`src/design/rc_quad_frame_builder_top_macros.svh`:
```
// Assertion macros shared by the frame builder modules.
// The clock is clock and the reset is reset in every module that uses them.
`ifndef RC_QUAD_FRAME_BUILDER_TOP_MACROS_SVH
`define RC_QUAD_FRAME_BUILDER_TOP_MACROS_SVH
`ifndef SYNTHESIS
`define RCQ_ASSERT_IMP(label, cond, expr, msg) \
   label: assert property (@(posedge clock) disable iff (reset) (cond) |-> (expr)) \
      else $error(msg);
`define RCQ_ASSERT_NXT(label, cond, expr, msg) \
   label: assert property (@(posedge clock) disable iff (reset) (cond) |=> (expr)) \
      else $error(msg);
`else
`define RCQ_ASSERT_IMP(label, cond, expr, msg)
`define RCQ_ASSERT_NXT(label, cond, expr, msg)
`endif
`endif

```
`src/design/rcq_pkg.sv`:
```
`timescale 1ns / 1ps
package rcq_pkg;

   localparam int FULL_SCALE_DEFAULT = 10000;
   localparam int FRAME_BYTES = 16;
   localparam int BYTE_INDEX_W = $clog2(FRAME_BYTES);
   localparam int HOP_SLOTS = 4;
   localparam int HOP_SLOT_W = $clog2(HOP_SLOTS);
   localparam int HOP_POS_W = $clog2(2 * HOP_SLOTS);
   localparam int ID_ROWS = 8;
   localparam int ID_SELECT_W = $clog2(ID_ROWS);

   localparam int REQ_TDATA_W = 72;
   localparam int RSP_TDATA_W = 24;
   localparam int CSR_INDEX_W = 2;
   localparam int CSR_DATA_W = 16;

   localparam logic [CSR_INDEX_W-1:0] CSR_PROTOCOL_FORMAT = 2'd0;
   localparam logic [CSR_INDEX_W-1:0] CSR_ID_SELECT = 2'd1;
   localparam logic [CSR_INDEX_W-1:0] CSR_BIND_LENGTH = 2'd2;

   localparam logic [CSR_DATA_W-1:0] BIND_LENGTH_RESET = 16'd150;

   localparam logic [7:0] TRIM_NEUTRAL = 8'h40;
   localparam logic [7:0] BIND_FLAGS = 8'hC0;
   localparam logic [7:0] DATA_FLAGS_BASE = 8'h04;
   localparam logic [7:0] ALT_RATE_BIT = 8'h20;
   localparam logic [7:0] ALT_FLAG_MASK = ~8'h24;
   localparam logic [7:0] SIGN_BIT = 8'h80;
   localparam logic [7:0] MAG_MAX = 8'h7F;
   localparam logic [7:0] BYTE_MAX = 8'hFF;

   localparam logic [7:0] ID_BYTE_FIRST [ID_ROWS] = '{
      8'h4F, 8'h90, 8'h24, 8'h7A, 8'h61, 8'h5D, 8'hFD, 8'h86
   };
   localparam logic [7:0] ID_BYTE_SECOND [ID_ROWS] = '{
      8'h1C, 8'h1C, 8'h36, 8'h40, 8'h31, 8'h37, 8'h4F, 8'h3C
   };
   localparam logic [7:0] ID_HOPS [ID_ROWS][HOP_SLOTS] = '{
      '{8'h3A, 8'h35, 8'h4A, 8'h45}, '{8'h2E, 8'h36, 8'h3E, 8'h46},
      '{8'h32, 8'h3E, 8'h42, 8'h4E}, '{8'h2E, 8'h3C, 8'h3E, 8'h4C},
      '{8'h2F, 8'h3B, 8'h3F, 8'h4B}, '{8'h33, 8'h3B, 8'h43, 8'h4B},
      '{8'h33, 8'h3B, 8'h43, 8'h4B}, '{8'h34, 8'h3E, 8'h44, 8'h4E}
   };
   localparam logic [7:0] BIND_HOPS [HOP_SLOTS] = '{8'h36, 8'h3E, 8'h46, 8'h2E};

   typedef struct packed {
      logic headless_on;
      logic return_home_on;
      logic flip_on;
      logic photo_on;
      logic video_on;
      logic led_negative;
      logic arm_positive;
   } rcq_flags_type;

   typedef struct packed {
      logic signed [15:0] throttle;
      logic signed [15:0] rudder;
      logic signed [15:0] elevator;
      logic signed [15:0] aileron;
      rcq_flags_type flags;
   } rcq_item_type;

   typedef struct packed {
      rcq_item_type item;
      logic bind_frame;
      logic [7:0] radio_channel;
   } rcq_tick_type;

   typedef struct packed {
      logic [7:0] throttle_byte;
      logic [7:0] rudder_byte;
      logic [7:0] elevator_byte;
      logic [7:0] aileron_byte;
      rcq_flags_type flags;
      logic bind_frame;
      logic [7:0] radio_channel;
   } rcq_stage_type;

   typedef struct packed {
      logic protocol_format;
      logic [ID_SELECT_W-1:0] id_select;
   } rcq_cfg_type;

   typedef logic [FRAME_BYTES-1:0][7:0] rcq_frame_type;

   function automatic logic [7:0] hop_channel(input logic bind_frame,
                                              input logic [ID_SELECT_W-1:0] row,
                                              input logic [HOP_SLOT_W-1:0] slot);
      logic [7:0] entry;
      logic [9:0] times3;
      entry = bind_frame ? BIND_HOPS[slot] : ID_HOPS[row][slot];
      times3 = {2'b00, entry} + {1'b0, entry, 1'b0};
      return times3[7:0];
   endfunction

endpackage

```
`src/design/rc_quad_frame_builder_top.sv`:
```
`timescale 1ns / 1ps
// Frame builder for a four-channel toy quadcopter link. Each req transfer is one frame tick
// and, except for the tick that ends the bind countdown, yields sixteen rsp transfers, one
// frame byte per cycle while rsp_tready holds, ending with the additive checksum on tlast;
// tuser marks bind frames. A tick passes a capture register, a scaling register (one
// reciprocal multiply per stick) and the frame buffer in that order, and the next tick is
// taken while the current frame streams out. Sustained throughput is set by the single
// byte-wide output port. The tick that ends the bind countdown produces no transfer.
// Writing bind_length restarts the bind phase; the user must write registers only while
// the block is idle, which the block itself does not enforce.
module rc_quad_frame_builder_top
   import rcq_pkg::*;
#(
   parameter int FULL_SCALE = FULL_SCALE_DEFAULT
) (
   input  logic                   clock,
   input  logic                   reset,
   input  logic                   req_tvalid,
   output logic                   req_tready,
   // throttle[15:0], rudder[31:16], elevator[47:32], aileron[63:48], headless_on[64],
   // return_home_on[65], flip_on[66], photo_on[67], video_on[68], led_negative[69],
   // arm_positive[70], zero[71]
   input  logic [REQ_TDATA_W-1:0] req_tdata,
   output logic                   rsp_tvalid,
   input  logic                   rsp_tready,
   // frame_byte[7:0], byte_index[11:8], radio_channel[19:12], zero[23:20]
   output logic [RSP_TDATA_W-1:0] rsp_tdata,
   // bind_frame[0]
   output logic                   rsp_tuser,
   output logic                   rsp_tlast,
   input  logic                   csr_we,
   input  logic [CSR_INDEX_W-1:0] csr_index,
   input  logic [CSR_DATA_W-1:0]  csr_wdata
);

   rcq_item_type  req_item;
   rcq_cfg_type   cfg;
   logic          s1_valid, s1_ready;
   rcq_tick_type  s1_tick;
   logic          s2_valid, s2_ready;
   rcq_stage_type s2_stage;
   rcq_frame_type frame;

   logic [7:0]              frame_byte;
   logic [BYTE_INDEX_W-1:0] byte_index;
   logic [7:0]              channel;

   assign req_item.throttle = req_tdata[15:0];
   assign req_item.rudder = req_tdata[31:16];
   assign req_item.elevator = req_tdata[47:32];
   assign req_item.aileron = req_tdata[63:48];
   assign req_item.flags.headless_on = req_tdata[64];
   assign req_item.flags.return_home_on = req_tdata[65];
   assign req_item.flags.flip_on = req_tdata[66];
   assign req_item.flags.photo_on = req_tdata[67];
   assign req_item.flags.video_on = req_tdata[68];
   assign req_item.flags.led_negative = req_tdata[69];
   assign req_item.flags.arm_positive = req_tdata[70];

   rcq_tick_ctrl u_ctrl (
      .clock      (clock),
      .reset      (reset),
      .req_tvalid (req_tvalid),
      .req_tready (req_tready),
      .req_item   (req_item),
      .csr_we     (csr_we),
      .csr_index  (csr_index),
      .csr_wdata  (csr_wdata),
      .cfg        (cfg),
      .s1_valid   (s1_valid),
      .s1_ready   (s1_ready),
      .s1_tick    (s1_tick)
   );

   rcq_scale_stage #(
      .FULL_SCALE (FULL_SCALE)
   ) u_scale (
      .clock    (clock),
      .reset    (reset),
      .s1_valid (s1_valid),
      .s1_ready (s1_ready),
      .s1_tick  (s1_tick),
      .s2_valid (s2_valid),
      .s2_ready (s2_ready),
      .s2_stage (s2_stage)
   );

   rcq_frame_asm u_asm (
      .stage (s2_stage),
      .cfg   (cfg),
      .frame (frame)
   );

   rcq_serializer u_ser (
      .clock         (clock),
      .reset         (reset),
      .s2_valid      (s2_valid),
      .s2_ready      (s2_ready),
      .frame         (frame),
      .radio_channel (s2_stage.radio_channel),
      .bind_frame    (s2_stage.bind_frame),
      .rsp_tvalid    (rsp_tvalid),
      .rsp_tready    (rsp_tready),
      .frame_byte    (frame_byte),
      .byte_index    (byte_index),
      .channel       (channel),
      .bind_flag     (rsp_tuser),
      .last_byte     (rsp_tlast)
   );

   assign rsp_tdata = {4'b0000, channel, byte_index, frame_byte};

endmodule

```
`src/design/rcq_tick_ctrl.sv`:
```
`timescale 1ns / 1ps
`include "rc_quad_frame_builder_top_macros.svh"
module rcq_tick_ctrl
   import rcq_pkg::*;
(
   input  logic                   clock,
   input  logic                   reset,
   input  logic                   req_tvalid,
   output logic                   req_tready,
   input  rcq_item_type           req_item,
   input  logic                   csr_we,
   input  logic [CSR_INDEX_W-1:0] csr_index,
   input  logic [CSR_DATA_W-1:0]  csr_wdata,
   output rcq_cfg_type            cfg,
   output logic                   s1_valid,
   input  logic                   s1_ready,
   output rcq_tick_type           s1_tick
);

   logic                   in_data_phase_ff, in_data_phase_in;
   logic [CSR_DATA_W-1:0]  bind_remaining_ff, bind_remaining_in;
   logic [HOP_POS_W-1:0]   hop_ff, hop_in;
   logic                   protocol_format_ff, protocol_format_in;
   logic [ID_SELECT_W-1:0] id_select_ff, id_select_in;
   logic                   s1_valid_ff, s1_valid_in;
   rcq_tick_type           s1_ff, s1_in;

   logic                   accept;
   logic                   skip;
   logic [HOP_POS_W-1:0]   hop_next;

   assign req_tready = !s1_valid_ff || s1_ready;
   assign accept = req_tvalid && req_tready;
   assign skip = !in_data_phase_ff && (bind_remaining_ff == '0);
   assign hop_next = (hop_ff == HOP_POS_W'(2 * HOP_SLOTS - 1)) ? '0 : hop_ff + 1'b1;

   always_comb begin
      in_data_phase_in = in_data_phase_ff;
      bind_remaining_in = bind_remaining_ff;
      hop_in = hop_ff;
      protocol_format_in = protocol_format_ff;
      id_select_in = id_select_ff;
      s1_valid_in = s1_valid_ff;
      s1_in = s1_ff;

      if (s1_ready) begin
         s1_valid_in = 1'b0;
      end
      if (accept) begin
         if (skip) begin
            in_data_phase_in = 1'b1;
         end else begin
            if (!in_data_phase_ff) begin
               bind_remaining_in = bind_remaining_ff - 1'b1;
            end
            hop_in = hop_next;
            s1_valid_in = 1'b1;
            s1_in.item = req_item;
            s1_in.bind_frame = !in_data_phase_ff;
            s1_in.radio_channel = hop_channel(!in_data_phase_ff, id_select_ff,
                                              hop_next[HOP_POS_W-1:1]);
         end
      end

      if (csr_we) begin
         unique case (csr_index)
            CSR_PROTOCOL_FORMAT: begin
               protocol_format_in = csr_wdata[0];
            end
            CSR_ID_SELECT: begin
               id_select_in = csr_wdata[ID_SELECT_W-1:0];
            end
            CSR_BIND_LENGTH: begin
               bind_remaining_in = csr_wdata;
               in_data_phase_in = 1'b0;
            end
            default: begin
            end
         endcase
      end
   end

   always_ff @(posedge clock) begin
      if (reset) begin
         in_data_phase_ff <= 1'b0;
         bind_remaining_ff <= BIND_LENGTH_RESET;
         hop_ff <= '0;
         protocol_format_ff <= 1'b0;
         id_select_ff <= '0;
         s1_valid_ff <= 1'b0;
      end else begin
         in_data_phase_ff <= in_data_phase_in;
         bind_remaining_ff <= bind_remaining_in;
         hop_ff <= hop_in;
         protocol_format_ff <= protocol_format_in;
         id_select_ff <= id_select_in;
         s1_valid_ff <= s1_valid_in;
      end
   end

   always_ff @(posedge clock) begin
      s1_ff <= s1_in;
   end

   assign cfg.protocol_format = protocol_format_ff;
   assign cfg.id_select = id_select_ff;
   assign s1_valid = s1_valid_ff;
   assign s1_tick = s1_ff;

   // The tick that ends the bind phase enters data phase without moving the hop position.
   `RCQ_ASSERT_NXT(a_bind_end_tick, accept && skip && !csr_we, in_data_phase_ff && $stable(hop_ff), "bind end tick did not enter data phase cleanly")
   // A tick that makes a frame is tagged by the phase it was accepted in.
   `RCQ_ASSERT_NXT(a_bind_tag, accept && !skip, s1_valid_ff && (s1_ff.bind_frame == !$past(in_data_phase_ff)), "frame tick carries the wrong bind tag")

endmodule

```
`src/design/rcq_scale_stage.sv`:
```
`timescale 1ns / 1ps
module rcq_scale_stage
   import rcq_pkg::*;
#(
   parameter int FULL_SCALE = FULL_SCALE_DEFAULT
) (
   input  logic          clock,
   input  logic          reset,
   input  logic          s1_valid,
   output logic          s1_ready,
   input  rcq_tick_type  s1_tick,
   output logic          s2_valid,
   input  logic          s2_ready,
   output rcq_stage_type s2_stage
);

   // The quotient of mag * 127 by FULL_SCALE comes from a rounded-up reciprocal that is
   // exact for every product below 2**P_W.
   localparam int MAG_W = $clog2(FULL_SCALE + 1);
   localparam int P_W = $clog2(FULL_SCALE * 127 + 1);
   localparam int SHIFT = P_W + $clog2(FULL_SCALE);
   localparam int M_W = P_W + 1;
   localparam int PROD_W = P_W + M_W;
   localparam logic [63:0] RECIP = ((64'd1 << SHIFT) + 64'(FULL_SCALE) - 64'd1) / FULL_SCALE;
   localparam logic signed [16:0] FS_POS = 17'(FULL_SCALE);
   localparam logic signed [16:0] FS_NEG = -FS_POS;

   function automatic logic [7:0] stick_byte(input logic signed [15:0] value);
      logic signed [16:0] wide;
      logic signed [16:0] lim;
      logic [16:0]        abs_val;
      logic               neg;
      logic [MAG_W-1:0]   mag;
      logic [P_W-1:0]     prod127;
      logic [PROD_W-1:0]  prod;
      wide = {value[15], value};
      if (wide > FS_POS) begin
         lim = FS_POS;
      end else if (wide < FS_NEG) begin
         lim = FS_NEG;
      end else begin
         lim = wide;
      end
      neg = lim[16];
      abs_val = neg ? 17'(-lim) : 17'(lim);
      mag = abs_val[MAG_W-1:0];
      prod127 = P_W'((MAG_W + 7)'({mag, 7'b0}) - (MAG_W + 7)'(mag));
      prod = PROD_W'(prod127) * PROD_W'(RECIP[M_W-1:0]);
      return {neg, prod[SHIFT+6:SHIFT]};
   endfunction

   logic          s2_valid_ff, s2_valid_in;
   rcq_stage_type s2_ff, s2_in;
   logic          load;

   assign s1_ready = !s2_valid_ff || s2_ready;
   assign load = s1_valid && s1_ready;

   always_comb begin
      s2_valid_in = s2_valid_ff;
      s2_in = s2_ff;
      if (s2_ready) begin
         s2_valid_in = 1'b0;
      end
      if (load) begin
         s2_valid_in = 1'b1;
         s2_in.throttle_byte = stick_byte(s1_tick.item.throttle);
         s2_in.rudder_byte = stick_byte(s1_tick.item.rudder);
         s2_in.elevator_byte = stick_byte(s1_tick.item.elevator);
         s2_in.aileron_byte = stick_byte(s1_tick.item.aileron);
         s2_in.flags = s1_tick.item.flags;
         s2_in.bind_frame = s1_tick.bind_frame;
         s2_in.radio_channel = s1_tick.radio_channel;
      end
   end

   always_ff @(posedge clock) begin
      if (reset) begin
         s2_valid_ff <= 1'b0;
      end else begin
         s2_valid_ff <= s2_valid_in;
      end
   end

   always_ff @(posedge clock) begin
      s2_ff <= s2_in;
   end

   assign s2_valid = s2_valid_ff;
   assign s2_stage = s2_ff;

endmodule

```
`src/design/rcq_frame_asm.sv`:
```
`timescale 1ns / 1ps
module rcq_frame_asm
   import rcq_pkg::*;
(
   input  rcq_stage_type stage,
   input  rcq_cfg_type   cfg,
   output rcq_frame_type frame
);

   function automatic logic [7:0] trim_of(input logic [7:0] x);
      logic [7:0] t;
      t = x[7] ? x : (MAG_MAX - x);
      return {1'b0, t[7:1]};
   endfunction

   logic [7:0] b [FRAME_BYTES];
   logic [7:0] lvl1 [8];
   logic [7:0] lvl2 [4];
   logic [7:0] lvl3 [2];
   logic [7:0] checksum;

   always_comb begin
      for (int i = 0; i < FRAME_BYTES; i++) begin
         b[i] = '0;
      end
      b[0] = stage.throttle_byte[7] ? (BYTE_MAX - stage.throttle_byte)
                                    : (SIGN_BIT + stage.throttle_byte);
      b[1] = stage.rudder_byte;
      b[2] = SIGN_BIT ^ stage.elevator_byte;
      b[3] = stage.aileron_byte;
      b[4] = TRIM_NEUTRAL;
      b[5] = stage.flags.headless_on ? TRIM_NEUTRAL : trim_of(SIGN_BIT ^ stage.elevator_byte);
      b[6] = stage.flags.headless_on ? TRIM_NEUTRAL : trim_of(stage.aileron_byte);
      b[7] = ID_BYTE_FIRST[cfg.id_select];
      b[8] = ID_BYTE_SECOND[cfg.id_select];
      b[10] = {6'b0, stage.flags.return_home_on, stage.flags.headless_on};
      b[14] = BIND_FLAGS;
      if (!stage.bind_frame) begin
         b[14] = DATA_FLAGS_BASE | {2'b00, stage.flags.led_negative, stage.flags.video_on,
                                    stage.flags.photo_on, 2'b00, stage.flags.flip_on};
         if (cfg.protocol_format) begin
            b[10] = b[10] | ALT_RATE_BIT | {stage.flags.arm_positive, 7'b0};
            b[14] = b[14] & ALT_FLAG_MASK;
         end
      end

      // Additive checksum over the first fifteen bytes; the last slot is still zero here.
      for (int i = 0; i < 8; i++) begin
         lvl1[i] = b[2*i] + b[2*i+1];
      end
      for (int i = 0; i < 4; i++) begin
         lvl2[i] = lvl1[2*i] + lvl1[2*i+1];
      end
      for (int i = 0; i < 2; i++) begin
         lvl3[i] = lvl2[2*i] + lvl2[2*i+1];
      end
      checksum = lvl3[0] + lvl3[1];

      for (int i = 0; i < FRAME_BYTES - 1; i++) begin
         frame[i] = b[i];
      end
      frame[FRAME_BYTES-1] = checksum;
   end

endmodule

```
`src/design/rcq_serializer.sv`:
```
`timescale 1ns / 1ps
`include "rc_quad_frame_builder_top_macros.svh"
module rcq_serializer
   import rcq_pkg::*;
(
   input  logic                    clock,
   input  logic                    reset,
   input  logic                    s2_valid,
   output logic                    s2_ready,
   input  rcq_frame_type           frame,
   input  logic [7:0]              radio_channel,
   input  logic                    bind_frame,
   output logic                    rsp_tvalid,
   input  logic                    rsp_tready,
   output logic [7:0]              frame_byte,
   output logic [BYTE_INDEX_W-1:0] byte_index,
   output logic [7:0]              channel,
   output logic                    bind_flag,
   output logic                    last_byte
);

   logic                    busy_ff, busy_in;
   logic [BYTE_INDEX_W-1:0] idx_ff, idx_in;
   rcq_frame_type           frame_ff, frame_in;
   logic [7:0]              chan_ff, chan_in;
   logic                    bind_ff, bind_in;

   logic last;
   logic out_fire;
   logic load;

   assign last = (idx_ff == BYTE_INDEX_W'(FRAME_BYTES - 1));
   assign out_fire = busy_ff && rsp_tready;
   assign s2_ready = !busy_ff || (out_fire && last);
   assign load = s2_valid && s2_ready;

   always_comb begin
      busy_in = busy_ff;
      idx_in = idx_ff;
      frame_in = frame_ff;
      chan_in = chan_ff;
      bind_in = bind_ff;
      if (load) begin
         busy_in = 1'b1;
         idx_in = '0;
         frame_in = frame;
         chan_in = radio_channel;
         bind_in = bind_frame;
      end else if (out_fire) begin
         if (last) begin
            busy_in = 1'b0;
         end else begin
            idx_in = idx_ff + 1'b1;
         end
      end
   end

   always_ff @(posedge clock) begin
      if (reset) begin
         busy_ff <= 1'b0;
         idx_ff <= '0;
      end else begin
         busy_ff <= busy_in;
         idx_ff <= idx_in;
      end
   end

   always_ff @(posedge clock) begin
      frame_ff <= frame_in;
      chan_ff <= chan_in;
      bind_ff <= bind_in;
   end

   assign rsp_tvalid = busy_ff;
   assign frame_byte = frame_ff[idx_ff];
   assign byte_index = idx_ff;
   assign channel = chan_ff;
   assign bind_flag = bind_ff;
   assign last_byte = last;

   // Every byte but the last is followed by the next one of the same frame.
   `RCQ_ASSERT_NXT(a_idx_step, out_fire && !last, busy_ff && (idx_ff == $past(idx_ff) + 1'b1), "byte index did not step after a transfer")
   // Channel and bind tag hold for the whole frame.
   `RCQ_ASSERT_NXT(a_frame_hold, busy_ff && !(out_fire && last), $stable(chan_ff) && $stable(bind_ff), "frame tags changed inside a frame")
   // With no frame waiting, the final transfer leaves the output idle.
   `RCQ_ASSERT_NXT(a_drain, out_fire && last && !s2_valid, !busy_ff, "output stayed busy after the final byte")

endmodule
```
`config.mk`:
```
export PLATFORM = sky130hd
export DESIGN_NAME = rc_quad_frame_builder_top
export DESIGN_NICKNAME = d
export VERILOG_FILES = /design/src/design/rcq_pkg.sv /design/src/design/rc_quad_frame_builder_top.sv /design/src/design/rcq_tick_ctrl.sv /design/src/design/rcq_scale_stage.sv /design/src/design/rcq_frame_asm.sv /design/src/design/rcq_serializer.sv
export VERILOG_INCLUDE_DIRS = /design/src /design/src/design
export SDC_FILE = /design/constraint.sdc
export NUM_CORES = 2
export LEC_CHECK = 0
export ABC_CLOCK_PERIOD_IN_PS = 14900
export BUFFER_PORTS_ARGS = -buffer_cell sky130_fd_sc_hd__buf_2
export CAP_MARGIN = 30
export CORE_ASPECT_RATIO = 1.4
export CORE_MARGIN = 10
export CORE_UTILIZATION = 55
export DETAILED_ROUTE_END_ITERATION = 16
export PLACE_DENSITY = 0.72
export SLEW_MARGIN = 0
export SYNTH_ARGS = -nofsm -noshare
export SYNTH_HDL_FRONTEND = slang
export SYNTH_HIERARCHICAL = 1
export SYNTH_SLANG_ARGS = --single-unit
```
`constraint.sdc`:
```
create_clock -name clock -period 14.9 [get_ports clock]
set_clock_uncertainty 0.2 [all_clocks]
set_input_delay 2.98 -clock clock [delete_from_list [all_inputs] [get_ports clock]]
set_output_delay 2.98 -clock clock [all_outputs]
set_load 0.005 [all_outputs]
```
Word-level counts from Yosys, hierarchy flattened
Memories as Yosys holds them, arrays and structs flattened. Cells that the tools add are included.

Register bits after elaboration: 256. Input bits: 95. Bits in read-only memories: 384. Output and inout port bits: 28. Memories: 3. Logic and storage cells: 184.

Multiply operators: 4. Multiplexer cells: 58. $lt $le $gt $ge: 11. Add/sub/neg operators: 26. Bitwise logic cells: 6. Reduce and logical (&&, ||, !) cells: 24. Equality and inequality tests: 4.

Memory list: (no name shown) (depth 8, bits a word 32, rd ports 1, clocked after memory_dff 0, wr ports 0, RTL line rcq_pkg.sv:93) `entry = bind_frame ? BIND_HOPS[slot] : ID_HOPS[row][slot];`; (no name shown) (depth 8, bits a word 8, rd ports 1, clocked after memory_dff 0, wr ports 0, RTL line rcq_frame_asm.sv:35) `b[8] = ID_BYTE_SECOND[cfg.id_select];`; (no name shown) (depth 8, bits a word 8, rd ports 1, clocked after memory_dff 0, wr ports 0, RTL line rcq_frame_asm.sv:34) `b[7] = ID_BYTE_FIRST[cfg.id_select];`.

Operator list (count): $mux W17 (12); $mul A21 B21 Y41 const B (4); $mux W8 (16); $sub A21 B14 Y21 (4); $add A8 B8 Y8 (10); $mux W16 (5); $gt A16 B15 Y1 const B (4); $lt A16 B15 Y1 const B (4); $mux W32 (2); $mux W14 (4); $neg A14 Y14 (4); $bmux W8 S2 (2); $bmux W8 S4 (1); $logic_not A16 Y1 (1); $sub A16 B1 Y16 const B (1); $sub A7 B8 Y8 const A (2); $mux W7 (2); $mux W1 (12); $reduce_and A2 Y1 (5); $add A7 B8 Y8 const A (1); $add A8 B8 Y8 const A (1); $or A6 B8 Y8 (1); $sub A8 B8 Y8 const A (1); $logic_and A1 B1 Y1 (6); other kinds (19) (28).

Depth between registers and ports, before layout
Word-level depth: 10. Mapped depth: 48. Depth with buffers taken out: 45.

By module
The synthesis kept the hierarchy.

Modules (own cells, without submodules): rcq_scale_stage (area an instance 37044.3 um^2, cells an instance 3896, instances 1); rcq_serializer (area an instance 5405.2 um^2, cells an instance 252, instances 1); rcq_tick_ctrl (area an instance 4174.0 um^2, cells an instance 296, instances 1); rcq_frame_asm (area an instance 2621.3 um^2, cells an instance 297, instances 1); rc_quad_frame_builder_top (area an instance 33.8 um^2, cells an instance 5, instances 1).

Least setup slack after synthesis
Ideal clock, no wire load.

Path type: register to register. Start point: reg u_ctrl.s1_ff, in the netlist u_ctrl/s1_tick[54]. End point: reg u_scale.s2_ff, in the netlist u_scale/s2_stage[38] (data pin). Cell stages (with the launch flop): 44. Setup time: 259 ps. Arrival time: 10975 ps. Period minus slack after synthesis: 11434 ps. Slack: 3466 ps. Path buffers: 2. Cell sequence: edfxtp_1 > nor3_1 > a21oi_1 > o41a_1 > buf_2 > clkbuf_1 > nor3b_1 > inv_1 > ha_1 > nor3b_2 > a311o_1 > o211ai_1 > nand2_1 > inv_1 > ha_1 > a21o_1 > a21oi_1 > nand2b_1 > (+8 left out) > fa_1 > inv_1 > fa_1 > fa_1 > fa_1 > inv_1 > fa_1 > inv_1 > ha_1 > a21o_1 > a21o_1 > a21oi_1 > o21ai_0 > a211oi_1 > o31ai_1 > a41oi_1 > nor2_1 > a211o_1.

Longest elaborated chain between the ends: 8. Elaborated cells on any way between the ends: 9. Those cells by class: add/sub: 2; mul: 1; order compare: 2; mux: 4.

Ends and longest elaborated chain: start: declaration (RTL line rcq_tick_ctrl.sv:26) `rcq_tick_type s1_ff, s1_in;`; start signal: assignment (RTL line rcq_tick_ctrl.sv:102) `s1_ff <= s1_in;`; $lt A16 B15 Y1 (RTL line rcq_scale_stage.sv:39) `end else if (wide < FS_NEG) begin`; $mux W17 (RTL line rcq_scale_stage.sv:39); $mux W17 (*) (RTL line rcq_scale_stage.sv:37) `if (wide > FS_POS) begin`; $mux W17 (*) (RTL line rcq_scale_stage.sv:65) `if (load) begin`; $neg A14 Y14 (RTL line rcq_scale_stage.sv:45) `abs_val = neg ? 17'(-lim) : 17'(lim);`; $mux W14 (*) (RTL line rcq_scale_stage.sv:45); $sub A21 B14 Y21 (*) (RTL line rcq_scale_stage.sv:47) `prod127 = P_W'((MAG_W + 7)'({mag, 7'b0}) - (MAG_W + 7)'(mag));`; $mul A21 B21 Y41 (*) (RTL line rcq_scale_stage.sv:48) `prod = PROD_W'(prod127) * PROD_W'(RECIP[M_W-1:0]);`; end signal: assignment (RTL line rcq_scale_stage.sv:86) `s2_ff <= s2_in;`; end: declaration (RTL line rcq_scale_stage.sv:53) `rcq_stage_type s2_ff, s2_in;`.

Every way passes the cells marked *; elsewhere a longest branch is shown, timed or not. The select of a mux whose other input is x is not followed. A chain may end at the register's enable or synchronous reset.

Worst setup path after layout
Start point: reg u_ctrl.s1_ff, in the netlist u_ctrl/s1_tick[28]. End point: reg u_scale.s2_ff, in the netlist u_scale/s2_stage[22] (data pin).

The elaborated chain is that of the path after synthesis.

==> results by group <==
Status
  – Status: finished clean

Clock network
  – CTS H-Tree Depth: 1
  – Num CTS Buffers: 31
  – Post-CTS Resized: 0
  – Skew-Pair Late Insertion Delay: 0.63 ns
  – Clock buffer depth: 3
  – Clock sinks: 296
  – Clk Tree Root Cell: clkbuf_16
  – Worst-path clk slew: 0.06 ns
  – CTS tree: built
  – Post-CTS setup buffer count: 0
  – Number of hold buffers added after CTS: 0

STA
  – Final worst path period share: 85.8%
  – Worst-margin pin slew: 0.987 ns
  – Max-slew headroom: 32.5%
  – Fmax: 0.0783 GHz
  – Unrepaired setup endpoints after global routing: no
  – Hold Vio Cnt, Final: 0
  – Final Critical Period: 12.78 ns
  – Final Setup Violations: 0
  – Fin Setup TNS: 0 ns
  – Max-slew violations: 0

Critical path
  – Critical Path Most Common Cell: fa_1
  – Slowest cell delay on critical path: 0.57 ns
  – Slowest CP cell: a311oi_4
  – Critical Path AT: 12.93 ns
  – Critical path class: reg2reg
  – Critical Path Sink Type: register
  – Type of origin of the critical path: register
  – Crit-path max FO: 10
  – Worst endpoint required time: 15.05 ns

Finish
  – Nets: 6376
  – Layout cell share with drive strength beyond 1: 6.36%
  – Layout area overhead: 4.89%
  – Filler instances: 7490
  – Diodes inserted: 0

Drt
  – Drt drc: 0
  – Drt total wl: 114000 µm
  – Vias per std cell: 5.50
  – Total vias in the final route: 33019
  – Drt initial violations: 1757
  – Drt wl/cell: 19.0 µm
  – ANT nets after route: 0
  – First-pass DRT Iterations: 5

Placed design
  – Buffers on Ports: 117
  – Post-DP HPWL: 98000 µm
  – Gp weighted congestion: 0.977

Synth
  – Sequential area share after synthesis: 17.4%
  – Top_reg_cell synth: edfxtp_1
  – Yosys top cell area share: 28.1%
  – Fraction of registers with async set/reset: 0%
  – Yosys top cell by area: fa_1
  – Synth Instances: 4746
  – Synth area leaders: fa_1, ha_1, edfxtp_1
  – Synth Register Bits: 296
  – Syn. warnings: 6
  – Cell Area, Synth: 0.0493 mm²
  – Syn_area_per_cell: 10.4 µm²
  – Distinct cells, synth: 115
  – Post-synth EDFFs: 265
  – Count leader, synth: inv_1
  – Post-synth top cells: inv_1, ha_1, fa_1

Die
  – Row cnt: 129
  – DIE WIDTH: 273 µm
  – Initial core utilization: 55.6%
  – Die area: 0.102 mm²
  – CORE AREA: 0.0886 mm²
  – Die Y: 374 µm
  – I/O Pins: 123

Global route
  – GR Util All Layers: 22.7%
  – Pin count of the biggest net entering global routing: 80
  – Initial antenna violation count: 2
  – Number of global-route vias before repair: 36068
  – Gr ovfl total: 0
  – First-pass GRT wire length: 186000 µm

Worst hold path
  – HP Class: reg2reg

Run
  – Max_cap viols: 0
layout by cell type (no fill, tap or decap), types with 64 or more instances in the layout:
| cell | n |
|---|---|
| a21o_1 | 69 |
| edfxtp_1 | 265 |
| nor2_1 | 192 |
| xor2_1 | 64 |
| o21ai_0 | 91 |
| inv_1 | 1102 |
| ha_1 | 790 |
| xnor2_1 | 187 |
| nand2_1 | 133 |
| a21oi_1 | 150 |
| buf_2 | 117 |
| fa_1 | 691 |
path summary, 6_finish.rpt:
| path | endpoint | from | slack (ns) | depth (start not counted) |
|---|---|---|---|---|
| worst min-delay path | u_ser/channel[7]$_DFFE_PP_ | u_scale/s2_stage[7]$_DFFE_PP_ | 0.22 | 0 |
| worst max register to register | u_scale/s2_stage[22]$_DFFE_PP_ | u_ctrl/s1_tick[28]$_DFFE_PP_ | 2.12 | 40 |
| worst min register to register | u_ser/channel[7]$_DFFE_PP_ | u_scale/s2_stage[7]$_DFFE_PP_ | 0.22 | 0 |
| worst max-delay path | u_scale/s2_stage[22]$_DFFE_PP_ | u_ctrl/s1_tick[28]$_DFFE_PP_ | 2.12 | 40 |
state kept, by name (all words and copies together), names as in the netlist, 3 cells and up:
name	cells
u_ser/frame_ff	128
u_ctrl/s1_tick	80
u_scale/s2_stage	48
u_ctrl/bind_remaining_ff	16
u_ser/channel	8
u_ser/byte_index	4
u_ctrl/hop_ff	3
u_ctrl/id_select_ff	3
metrics by stage:
stage	worst slack, ns	std cells	cell area, µm²	hold slack [ns]	utilization [%]
final	2.12	6004	51700	0.219	58.3
after global routing	1.24	6004	51700	0.227	58.3
after CTS	2.06	6003	51700	0.220	58.3
after detailed placement	2.12	5945	50700	0.205	57.2
after global placement	2.26	5944	50700	0.201	57.2
after floorplan	3.47	4795	49500	0.200	-
routing by layer:
metal | GRT usage [%] | routed length (µm) | vias up | share of wire, %
met5 | 0 | 13 | - | 0.011
met4 | 9.50 | 5350 | 2 | 4.7
met3 | 2.18 | 3560 | 266 | 3.1
met2 | 43.0 | 60700 | 702 | 53
met1 | 25.4 | 44400 | 16335 | 39
li1 | - | - | 15714 | -
area by class of cell:
| cell class | count | area, µm² | area share, % |
|---|---|---|---|
| multi-input cells | 3223 | 35700 | 69.1 |
| flip-flops and latches | 296 | 8580 | 16.6 |
| well taps | 1179 | 1480 | 2.85 |
| clock buffers | 33 | 783 | 1.52 |
| clock inverters | 25 | 216 | 0.419 |
| inverters | 1109 | 4160 | 8.05 |
| repair buffers | 139 | 759 | 1.47 |
kinds of logic (layout without fill, tap and decap cells):
| family | after synthesis | in the layout | synth area share (%) |
|---|---|---|---|
| multiplexers | 58 | 58 | 1.97 |
| flip-flops | 296 | 296 | 17.4 |
| buffers and inverters | 1276 | 1306 | 10.5 |
| XOR/XNOR | 267 | 267 | 5.00 |
| adder cells (fa/ha/maj) | 1481 | 1481 | 48.1 |
| AO/OA/AOI/OAI | 622 | 622 | 8.91 |
| other | 3 | 52 | 0.0228 |
| AND/OR/NAND/NOR | 743 | 743 | 8.02 |
worst max-delay path, delay by kind of cell, from the launching register on:
kind                     cells  cell delay (ns)
AO/OA/AOI/OAI               13             3.96
adder cells (fa/ha/maj)     10             4.14
AND/OR/NAND/NOR             11             2.84
XOR/XNOR                     2             0.55
buffers and inverters        4             0.35
flip-flops                   1             0.43
Power is left out: the tool's default activity adds up to more than one toggle a clock period on the data nets, which glitch-free logic cannot reach.
